==> src/rtl/wfrt_pkg.sv <==
// ----------------------------------------------------------------------------
// wfrt_pkg: shared types for the fragment reassembly tracker
// Header, sweep record, write command, action codes and controller states.
// ----------------------------------------------------------------------------
package wfrt_pkg;

  // Default table depth
  localparam int unsigned CONTEXTS_DEF = 16;

  // Widths fixed by the header and result fields
  localparam int unsigned ADDR_W = 48;
  localparam int unsigned SEQ_W  = 12;
  localparam int unsigned FRAG_W = 4;
  localparam int unsigned EXP_W  = 5;
  localparam int unsigned CIDX_W = 4;

  typedef enum logic [2:0] {
    ACT_PASS   = 3'd0,
    ACT_DROP   = 3'd1,
    ACT_STORE  = 3'd2,
    ACT_APPEND = 3'd3,
    ACT_EMIT   = 3'd4,
    ACT_NOROOM = 3'd5
  } action_t;

  typedef enum logic [1:0] {
    OP_NONE  = 2'd0,
    OP_CLEAR = 2'd1,
    OP_STORE = 2'd2,
    OP_INCR  = 2'd3
  } op_t;

  typedef enum logic [1:0] {
    S_IDLE  = 2'd0,
    S_SWEEP = 2'd1,
    S_DONE  = 2'd2
  } state_t;

  // One accepted header, broadcast to every cell
  typedef struct packed {
    logic [ADDR_W-1:0] addr;
    logic [SEQ_W-1:0]  seq;
    logic [FRAG_W-1:0] frag;
    logic              more;
  } hdr_t;

  // Search record handed from cell to cell
  typedef struct packed {
    logic              valid;
    logic              hit;
    logic [CIDX_W-1:0] hit_idx;
    logic [EXP_W-1:0]  hit_exp;
    logic [SEQ_W-1:0]  hit_seq;
    logic              free;
    logic [CIDX_W-1:0] free_idx;
  } rec_t;

  // Table update, aimed at the hit cell or the first idle cell
  typedef struct packed {
    op_t  op;
    logic use_hit;
  } cmd_t;

endpackage

==> src/rtl/wfrt_in_if.sv <==
// ----------------------------------------------------------------------------
// wfrt_in_if: header channel
// Valid/ready channel that carries one frame header per item.
// ----------------------------------------------------------------------------
interface wfrt_in_if;
  logic        valid;
  logic        ready;
  logic [47:0] source_address;
  logic [11:0] sequence_number;
  logic [3:0]  fragment_number;
  logic        more_fragments;

  modport source (
    output valid, source_address, sequence_number, fragment_number, more_fragments,
    input  ready
  );
  modport sink (
    input  valid, source_address, sequence_number, fragment_number, more_fragments,
    output ready
  );
endinterface

==> src/rtl/wfrt_out_if.sv <==
// ----------------------------------------------------------------------------
// wfrt_out_if: decision channel
// Valid/ready channel that carries one reassembly decision per item.
// ----------------------------------------------------------------------------
interface wfrt_out_if;
  logic        valid;
  logic        ready;
  logic [2:0]  action;
  logic [11:0] assembled_sequence;
  logic [3:0]  context_index;

  modport source (
    output valid, action, assembled_sequence, context_index,
    input  ready
  );
  modport sink (
    input  valid, action, assembled_sequence, context_index,
    output ready
  );
endinterface

==> src/rtl/wfrt_cell.sv <==
// ----------------------------------------------------------------------------
// wfrt_cell: one reassembly context
// Holds sender, sequence and expected fragment of one context, folds its
// own match and idle state into the passing search record and applies the
// table update when it is the selected cell.
// ----------------------------------------------------------------------------
module wfrt_cell #(
  parameter int unsigned IDX = 0
) (
  input  logic          clk,
  input  logic          rst_n,
  input  wfrt_pkg::hdr_t hdr,
  input  wfrt_pkg::rec_t rec_in,
  output wfrt_pkg::rec_t rec_out,
  input  wfrt_pkg::cmd_t cmd,
  output logic          is_hit,
  output logic          is_free
);
  import wfrt_pkg::*;

  logic [ADDR_W-1:0] addr_r;
  logic [SEQ_W-1:0]  seq_r;
  logic [EXP_W-1:0]  exp_r;
  rec_t              rec_r, rec_nxt;
  logic              is_hit_r, is_hit_nxt;
  logic              is_free_r, is_free_nxt;
  logic              active;
  logic              match;
  logic              sel;

  assign active = (exp_r != '0);
  assign match  = active && (addr_r == hdr.addr);

  // Fold this context into the search record
  always_comb begin
    rec_nxt     = rec_in;
    is_hit_nxt  = is_hit_r;
    is_free_nxt = is_free_r;
    if (rec_in.valid) begin
      is_hit_nxt  = match && !rec_in.hit;
      is_free_nxt = !active && !rec_in.free;
      if (is_hit_nxt) begin
        rec_nxt.hit     = 1'b1;
        rec_nxt.hit_idx = CIDX_W'(IDX);
        rec_nxt.hit_exp = exp_r;
        rec_nxt.hit_seq = seq_r;
      end
      if (is_free_nxt) begin
        rec_nxt.free     = 1'b1;
        rec_nxt.free_idx = CIDX_W'(IDX);
      end
    end
  end

  // Hand the record on and latch the selection flags
  always_ff @(posedge clk) begin
    if (!rst_n) begin
      rec_r     <= '0;
      is_hit_r  <= 1'b0;
      is_free_r <= 1'b0;
    end else begin
      rec_r     <= rec_nxt;
      is_hit_r  <= is_hit_nxt;
      is_free_r <= is_free_nxt;
    end
  end

  assign sel = cmd.use_hit ? is_hit_r : is_free_r;

  // Apply the table update when selected
  always_ff @(posedge clk) begin
    if (!rst_n) begin
      seq_r <= '0;
      exp_r <= '0;
    end else if (sel) begin
      unique case (cmd.op)
        OP_CLEAR: begin
          seq_r <= '0;
          exp_r <= '0;
        end
        OP_STORE: begin
          seq_r <= hdr.seq;
          exp_r <= EXP_W'(1);
        end
        OP_INCR: exp_r <= exp_r + EXP_W'(1);
        OP_NONE: ;
      endcase
    end
  end

  // Sender address needs no reset: read only while active
  always_ff @(posedge clk) begin
    if (sel && cmd.op == OP_STORE) begin
      addr_r <= hdr.addr;
    end
  end

  assign rec_out = rec_r;
  assign is_hit  = is_hit_r;
  assign is_free = is_free_r;

endmodule

==> src/rtl/wifi_fragment_reassembly_tracker.sv <==
// ----------------------------------------------------------------------------
// wifi_fragment_reassembly_tracker: 802.11 fragment reassembly decisions
// Tracks reassembly contexts per sender and gives one action per header.
//
//   channel  dir  payload                                               
//   in_ch    in   source_address, sequence_number, fragment_number,
//                 more_fragments
//   out_ch   out  action, assembled_sequence, context_index
//
// A new item is accepted only once the last one is through: a search record
// walks the row of context cells one cell per cycle, then the decision is
// made and the selected cell is updated.
// Reset idles every context at once; no clearing pass is needed.
// A result waits in the output register; the next item is accepted and
// searched meanwhile, and its decision holds until the output is free.
// ----------------------------------------------------------------------------
module wifi_fragment_reassembly_tracker #(
  parameter int unsigned CONTEXTS = wfrt_pkg::CONTEXTS_DEF
) (
  input  logic              clk,
  input  logic              rst_n,
  wfrt_in_if.sink           in_ch,
  wfrt_out_if.source        out_ch
);
  import wfrt_pkg::*;

  state_t           state_r, state_nxt;
  hdr_t             hdr_r;
  logic             launch_r;
  rec_t             tail_r;
  rec_t             launch_rec;
  rec_t             rec [CONTEXTS];
  logic [CONTEXTS-1:0] hit_vec;
  logic [CONTEXTS-1:0] free_vec;
  cmd_t             cmd;
  logic             in_fire;
  logic             emit;
  logic             out_valid_r;
  action_t          act_r, act_nxt;
  logic [SEQ_W-1:0] aseq_r, aseq_nxt;
  logic [CIDX_W-1:0] cidx_r, cidx_nxt;
  cmd_t             dec_cmd;
  logic             frag0;
  logic             unrelated;

  assign in_ch.ready = (state_r == S_IDLE);
  assign in_fire     = in_ch.valid && in_ch.ready;

  // Capture the header and launch the search
  always_ff @(posedge clk) begin
    if (in_fire) begin
      hdr_r.addr <= in_ch.source_address;
      hdr_r.seq  <= in_ch.sequence_number;
      hdr_r.frag <= in_ch.fragment_number;
      hdr_r.more <= in_ch.more_fragments;
    end
  end

  always_ff @(posedge clk) begin
    if (!rst_n) begin
      launch_r <= 1'b0;
    end else begin
      launch_r <= in_fire;
    end
  end

  always_comb begin
    launch_rec       = '0;
    launch_rec.valid = launch_r;
  end

  // Row of context cells
  for (genvar k = 0; k < CONTEXTS; k++) begin : g_cell
    if (k == 0) begin : g_head
      wfrt_cell #(.IDX(k)) u_cell (
        .clk     (clk),
        .rst_n   (rst_n),
        .hdr     (hdr_r),
        .rec_in  (launch_rec),
        .rec_out (rec[k]),
        .cmd     (cmd),
        .is_hit  (hit_vec[k]),
        .is_free (free_vec[k])
      );
    end else begin : g_body
      wfrt_cell #(.IDX(k)) u_cell (
        .clk     (clk),
        .rst_n   (rst_n),
        .hdr     (hdr_r),
        .rec_in  (rec[k-1]),
        .rec_out (rec[k]),
        .cmd     (cmd),
        .is_hit  (hit_vec[k]),
        .is_free (free_vec[k])
      );
    end
  end

  // Hold the finished search record
  always_ff @(posedge clk) begin
    if (state_r == S_SWEEP && rec[CONTEXTS-1].valid) begin
      tail_r <= rec[CONTEXTS-1];
    end
  end

  // Decide the action from the finished search
  assign frag0     = (hdr_r.frag == '0);
  assign unrelated = !tail_r.hit
                  || (tail_r.hit_exp != {1'b0, hdr_r.frag})
                  || ((tail_r.hit_seq != '0) && (tail_r.hit_seq != hdr_r.seq));

  always_comb begin
    act_nxt         = ACT_PASS;
    aseq_nxt        = '0;
    cidx_nxt        = '0;
    dec_cmd.op      = OP_NONE;
    dec_cmd.use_hit = 1'b1;
    priority if (!hdr_r.more && frag0) begin
      act_nxt    = ACT_PASS;
      dec_cmd.op = tail_r.hit ? OP_CLEAR : OP_NONE;
    end else if (!frag0 && unrelated) begin
      act_nxt    = ACT_DROP;
      dec_cmd.op = tail_r.hit ? OP_CLEAR : OP_NONE;
    end else if (frag0) begin
      priority if (tail_r.hit) begin
        act_nxt    = ACT_STORE;
        cidx_nxt   = tail_r.hit_idx;
        dec_cmd.op = OP_STORE;
      end else if (tail_r.free) begin
        act_nxt         = ACT_STORE;
        cidx_nxt        = tail_r.free_idx;
        dec_cmd.op      = OP_STORE;
        dec_cmd.use_hit = 1'b0;
      end else begin
        act_nxt = ACT_NOROOM;
      end
    end else if (hdr_r.more) begin
      act_nxt    = ACT_APPEND;
      cidx_nxt   = tail_r.hit_idx;
      dec_cmd.op = OP_INCR;
    end else begin
      act_nxt    = ACT_EMIT;
      aseq_nxt   = tail_r.hit_seq;
      cidx_nxt   = tail_r.hit_idx;
      dec_cmd.op = OP_CLEAR;
    end
  end

  assign emit = (state_r == S_DONE) && (!out_valid_r || out_ch.ready);

  always_comb begin
    cmd = dec_cmd;
    if (!emit) begin
      cmd.op = OP_NONE;
    end
  end

  // Controller state register
  always_ff @(posedge clk) begin
    if (!rst_n) begin
      state_r <= S_IDLE;
    end else begin
      state_r <= state_nxt;
    end
  end

  // Advance through search and decision
  always_comb begin
    state_nxt = state_r;
    unique case (state_r)
      S_IDLE:  if (in_fire) state_nxt = S_SWEEP;
      S_SWEEP: if (rec[CONTEXTS-1].valid) state_nxt = S_DONE;
      S_DONE:  if (emit) state_nxt = S_IDLE;
      default: state_nxt = S_IDLE;
    endcase
  end

  // Output register
  always_ff @(posedge clk) begin
    if (!rst_n) begin
      out_valid_r <= 1'b0;
    end else if (emit) begin
      out_valid_r <= 1'b1;
    end else if (out_ch.ready) begin
      out_valid_r <= 1'b0;
    end
  end

  always_ff @(posedge clk) begin
    if (emit) begin
      act_r  <= act_nxt;
      aseq_r <= aseq_nxt;
      cidx_r <= cidx_nxt;
    end
  end

  assign out_ch.valid              = out_valid_r;
  assign out_ch.action             = act_r;
  assign out_ch.assembled_sequence = aseq_r;
  assign out_ch.context_index      = cidx_r;

  // Checks; flags are mixed old and new while a search walks the row
  a_one_hit: assert property (@(posedge clk) disable iff (!rst_n)
    (state_r != S_SWEEP) |-> $onehot0(hit_vec))
    else $error("more than one cell flagged as hit");
  a_one_free: assert property (@(posedge clk) disable iff (!rst_n)
    (state_r != S_SWEEP) |-> $onehot0(free_vec))
    else $error("more than one cell flagged as free");
  a_sweep_after_accept: assert property (@(posedge clk) disable iff (!rst_n)
    in_fire |=> state_r == S_SWEEP)
    else $error("accepted item did not start a search");
  a_update_only_on_emit: assert property (@(posedge clk) disable iff (!rst_n)
    (cmd.op != OP_NONE) |-> (state_r == S_DONE) && emit)
    else $error("table update outside the decision step");

endmodule
==> src/flat_wrapper.sv <==
// flat-port wrapper written by rule: the top's interface ports become plain ports
module wifi_fragment_reassembly_tracker_flat import wfrt_pkg::*;
#(
  parameter int unsigned CONTEXTS = wfrt_pkg::CONTEXTS_DEF
)
  (clk, rst_n, in_ch_valid, in_ch_source_address, in_ch_sequence_number, in_ch_fragment_number, in_ch_more_fragments, in_ch_ready, out_ch_valid, out_ch_action, out_ch_assembled_sequence, out_ch_context_index, out_ch_ready);
  wfrt_in_if in_ch_i ();
  wfrt_out_if out_ch_i ();
  input  logic clk;
  input  logic rst_n;
  input wire logic [$bits(in_ch_i.valid)-1:0] in_ch_valid;
  input wire logic [$bits(in_ch_i.source_address)-1:0] in_ch_source_address;
  input wire logic [$bits(in_ch_i.sequence_number)-1:0] in_ch_sequence_number;
  input wire logic [$bits(in_ch_i.fragment_number)-1:0] in_ch_fragment_number;
  input wire logic [$bits(in_ch_i.more_fragments)-1:0] in_ch_more_fragments;
  output wire logic [$bits(in_ch_i.ready)-1:0] in_ch_ready;
  output wire logic [$bits(out_ch_i.valid)-1:0] out_ch_valid;
  output wire logic [$bits(out_ch_i.action)-1:0] out_ch_action;
  output wire logic [$bits(out_ch_i.assembled_sequence)-1:0] out_ch_assembled_sequence;
  output wire logic [$bits(out_ch_i.context_index)-1:0] out_ch_context_index;
  input wire logic [$bits(out_ch_i.ready)-1:0] out_ch_ready;
  assign in_ch_i.valid = in_ch_valid;
  assign in_ch_i.source_address = in_ch_source_address;
  assign in_ch_i.sequence_number = in_ch_sequence_number;
  assign in_ch_i.fragment_number = in_ch_fragment_number;
  assign in_ch_i.more_fragments = in_ch_more_fragments;
  assign in_ch_ready = in_ch_i.ready;
  assign out_ch_valid = out_ch_i.valid;
  assign out_ch_action = out_ch_i.action;
  assign out_ch_assembled_sequence = out_ch_i.assembled_sequence;
  assign out_ch_context_index = out_ch_i.context_index;
  assign out_ch_i.ready = out_ch_ready;
  wifi_fragment_reassembly_tracker #(.CONTEXTS(CONTEXTS)) u_core (.clk(clk), .rst_n(rst_n), .in_ch(in_ch_i), .out_ch(out_ch_i));
endmodule
==> config.mk <==
export PLATFORM = sky130hd
export DESIGN_NAME = wifi_fragment_reassembly_tracker_flat
export DESIGN_NICKNAME = d
export VERILOG_FILES = /design/src/rtl/wfrt_pkg.sv /design/src/rtl/wfrt_in_if.sv /design/src/rtl/wfrt_out_if.sv /design/src/rtl/wfrt_cell.sv /design/src/rtl/wifi_fragment_reassembly_tracker.sv /design/src/flat_wrapper.sv
export SDC_FILE = /design/constraint.sdc
export NUM_CORES = 2
export LEC_CHECK = 0
export ABC_AREA = 1
export BUFFER_PORTS_ARGS = -buffer_cell sky130_fd_sc_hd__buf_2
export CAP_MARGIN = 20
export CORE_MARGIN = 2
export CORE_UTILIZATION = 57
export CTS_CLUSTER_DIAMETER = 100
export DETAILED_ROUTE_END_ITERATION = 7
export PLACE_DENSITY_LB_ADDON = 0.25
export SLEW_MARGIN = 20
export SYNTH_ARGS = -nofsm -noshare
export SYNTH_HDL_FRONTEND = slang
export SYNTH_SLANG_ARGS = --single-unit
==> constraint.sdc <==
create_clock -name clk -period 5.4 [get_ports clk]
set_clock_uncertainty 0.15 [all_clocks]
set_input_delay 0.54 -clock clk [delete_from_list [all_inputs] [get_ports clk]]
set_output_delay 0.54 -clock clk [all_outputs]
set_load 0.02 [all_outputs]
==> reports/results.ini <==
[sta]
tightest_slew_ns = 1.22
period_needed_ns = 4.17
setup_tns_ns = 0
finalSetupViolations = 0
period_share = 0.773
slew_headroom = 0.185
finalHoldViolations = 0
clock.fmax_mhz = 240
drv_slew = 0
grt_setup_unrepaired = no
layout_setup_ws_ns = 1.23

[clock_tree]
numCtsBuffers = 163
clock_latency_ns = 0.81
clk_path_buf_depth = 3
path_clk_slew_ns = 0.06
cts_tree = built
cts_max_level = 4
cts_sinks = 1605
cts_root_buffer = clkbuf_16

[route]
first_pass_iters = 7
num_vias = 53100
drc = 0
wirelength_met1_mm = 73.7
wl_met2_mm = 94.1
via_per_inst = 5.42
drtIter0Drc = 6370
routed_wl_mm = 199
highest_layer = met4
antenna_left = 0
dr_wl_met3_mm = 18.4
wire_per_inst_um = 20.3

[pwr]
p_seq_frac = 0.514
leakage_nw = 31.7
vdd_drop_max_mv = 0.362
power_frac_comb = 0.045
clkPwrFrac = 0.441
power.density_nw_per_um2 = 327
p_int_mw = 19.6
p_sw_frac = 0.223
switchingPower_mw = 5.62

[yosys]
synth_flop_cell = edfxtp_1
yosys-top-cells-area = edfxtp_1 (38%), dfxtp_1 (21%), nand2_1 (12%)
yosys_register_bits = 1605
synth-edff-count = 879
synth_area_leader_cell = edfxtp_1
async_flop_share = 0
synth_top_area_frac = 0.382
synth_common_cells = nand2_1 (2228), inv_1 (1239), edfxtp_1 (879), nor2_1 (873), dfxtp_1 (726)
synth.avg_cell_area_um2 = 8.72
synthDistinctLibCells = 44
yosysWarnings = 0
yosysMostFrequentCell = nand2_1
synth_area_um2 = 69200
synthesis.nets = 8038
seq_area_frac_synth = 0.592
syn_inst = 7934

[floorplan]
num_rows = 127
dieArea_um2 = 124000
die_width_um = 352
core-area_um2 = 120000
initial_utilization = 0.576
io_pins = 90
dieHeight_um = 352

[worst_setup_path]
crit_top_cell = nand3_1
cp.required_ns = 5.74
critPathCaptureType = flip-flop
critPathLaunch = u_core.tail_r[6]$_DFFE_PP_
crit_chain = xnor2_1, nand3_1, nor2_1, nand3_1, nand2_1, nand3_1, nand2_1, nand3_1, inv_1, ha_1, inv_2, buf_12, nor2_4, buf_12
crit_slowest_cell = ha_1
crit_fanout = 28
cp.arrival_ns = 4.51
critPathTopFamily = simple AND/OR/NAND/NOR gates
r2r_slack_ns = 1.23
cpPeakStageDelay_ns = 0.58
reg2reg_depth = 14
regToRegStartpoint = u_core.tail_r[6]$_DFFE_PP_
worst-path-stages = 14
crit_type = reg -> reg
critical_path_buf_inv_count = 4
cp-start-kind = flip-flop

[worst_hold_path]
holdPathStages = 0
min_from = u_core.g_cell[15].g_body.u_cell.rec_out[25]$_SDFF_PN0_
hp-class = reg -> reg

[layout]
drive_above_1_share = 0.0716
area.sequential_um2 = 40900
multiInputGateArea_um2 = 21700
area_growth_pct = 11.3
fillers = 9869
fin_nets = 8152

[grt]
antenna_found_initial = 1
grt_pass1_wl_mm = 296
grt_max_degree = 210
grt_pass1_vias = 50500
grt_use_total = 0.315
grt_remaining_overflow = 0

[place]
port_buffers = 89
gp_congestion = 0.933
post-place-ws_ns = 1.24
hpwl_mm = 124

[job]
maxCapViolCount = 0

[run_status]
outcome = finished clean

==> routing by layer <==
metal	global-route usage	vias to the layer above
li1	-	25100
met1	0.387	24900
met2	0.522	2540
met3	0.0559	592
met4	0.182	0
met5	0	-
==> power groups by stage <==
| stage | Combinational [mW] | Sequential [mW] | Clock (mW) |
|---|---|---|---|
| after floorplan | 0.596 | 13.2 | 0 |
| after global placement | 1.06 | 13.2 | 0 |
| after detailed placement | 1.08 | 13.2 | 0 |
| after CTS | 1.12 | 12.9 | 11.2 |
| after global routing | 1.21 | 12.9 | 11.7 |
| final | 1.14 | 12.9 | 11.1 |
==> registers in the layout (all words and copies together), names as in the netlist, 3 cells and up <==
name / cells
u_core.hdr_r: 65
u_core.g_cell.g_body.u_cell.seq_r: 180
u_core.g_cell.g_head.u_cell.rec_out: 20
u_core.tail_r: 27
u_core.out_ch.context_index: 4
u_core.g_cell.g_head.u_cell.exp_r: 5
u_core.g_cell.g_body.u_cell.addr_r: 720
u_core.g_cell.g_body.u_cell.is_free: 15
u_core.g_cell.g_body.u_cell.rec_out: 398
u_core.g_cell.g_body.u_cell.exp_r: 75
u_core.out_ch.action: 3
u_core.g_cell.g_head.u_cell.seq_r: 12
u_core.out_ch.assembled_sequence: 12
u_core.g_cell.g_body.u_cell.is_hit: 15
u_core.g_cell.g_head.u_cell.addr_r: 48
==> logic make-up after synthesis <==
group                    after synthesis  synth area share
AO/OA/AOI/OAI                        794            0.0598
AND/OR/NAND/NOR                     3598             0.212
buffers and inverters               1634            0.0958
XOR/XNOR                             268            0.0339
flip-flops                          1605             0.592
adder cells (fa/ha/maj)               35           0.00633
==> timing repair <==
action | in CTS | in global routing
endpoints found under the hold margin | 73 | 0
setup endpoints to repair | 0 | 0
resized for setup | 0 | 0
setup buffers | 0 | 0
hold buffers | 68 | 0
==> placed cells by master (no fill, tap or decap), types with 88 or more instances in the layout <==
| cell type | instances |
|---|---|
| dfxtp_1 | 726 |
| xor2_1 | 97 |
| nand4_1 | 200 |
| clkbuf_16 | 171 |
| o21ai_0 | 324 |
| nand2_1 | 2228 |
| buf_2 | 88 |
| a21oi_1 | 392 |
| edfxtp_1 | 879 |
| buf_4 | 122 |
| inv_1 | 1234 |
| nor2_1 | 856 |
| nand3_1 | 218 |
| xnor2_1 | 171 |
==> worst paths after layout <==
path | to
setup / recovery | u_core.g_cell[11].g_body.u_cell.addr_r[29]$_DFFE_PP_
hold reg to reg | u_core.tail_r[25]$_DFFE_PP_
setup reg to reg | u_core.g_cell[11].g_body.u_cell.addr_r[29]$_DFFE_PP_
hold / removal | u_core.tail_r[25]$_DFFE_PP_
==> area by class of cell <==
cell class                 count  area share
timing repair buffer         287      0.0288
clock buffer                 231      0.0607
inverter                    1296      0.0633
tap                         1612      0.0262
multi-input combinational   4695       0.282
sequential                  1605       0.532
antenna                        2   0.0000650
clock inverter                66     0.00718
==> stage by stage <==
| stage | cells | area [um^2] | util | hold slack, ns | total power [mW] |
|---|---|---|---|---|---|
| 5_1_grt | 9792 | 77000 | 0.641 | 0.263 | 25.8 |
| 3_3_place_gp | 9425 | 71000 | 0.591 | 0.239 | 14.3 |
| 2_1_floorplan | 7934 | 69200 | - | 0.236 | 13.8 |
| 4_1_cts | 9791 | 77000 | 0.641 | 0.249 | 25.3 |
| 3_5_place_dp | 9426 | 71100 | 0.592 | 0.244 | 14.3 |
| 6_report | 9794 | 77000 | 0.641 | 0.258 | 25.2 |
Power figures use the tool's default switching activity.
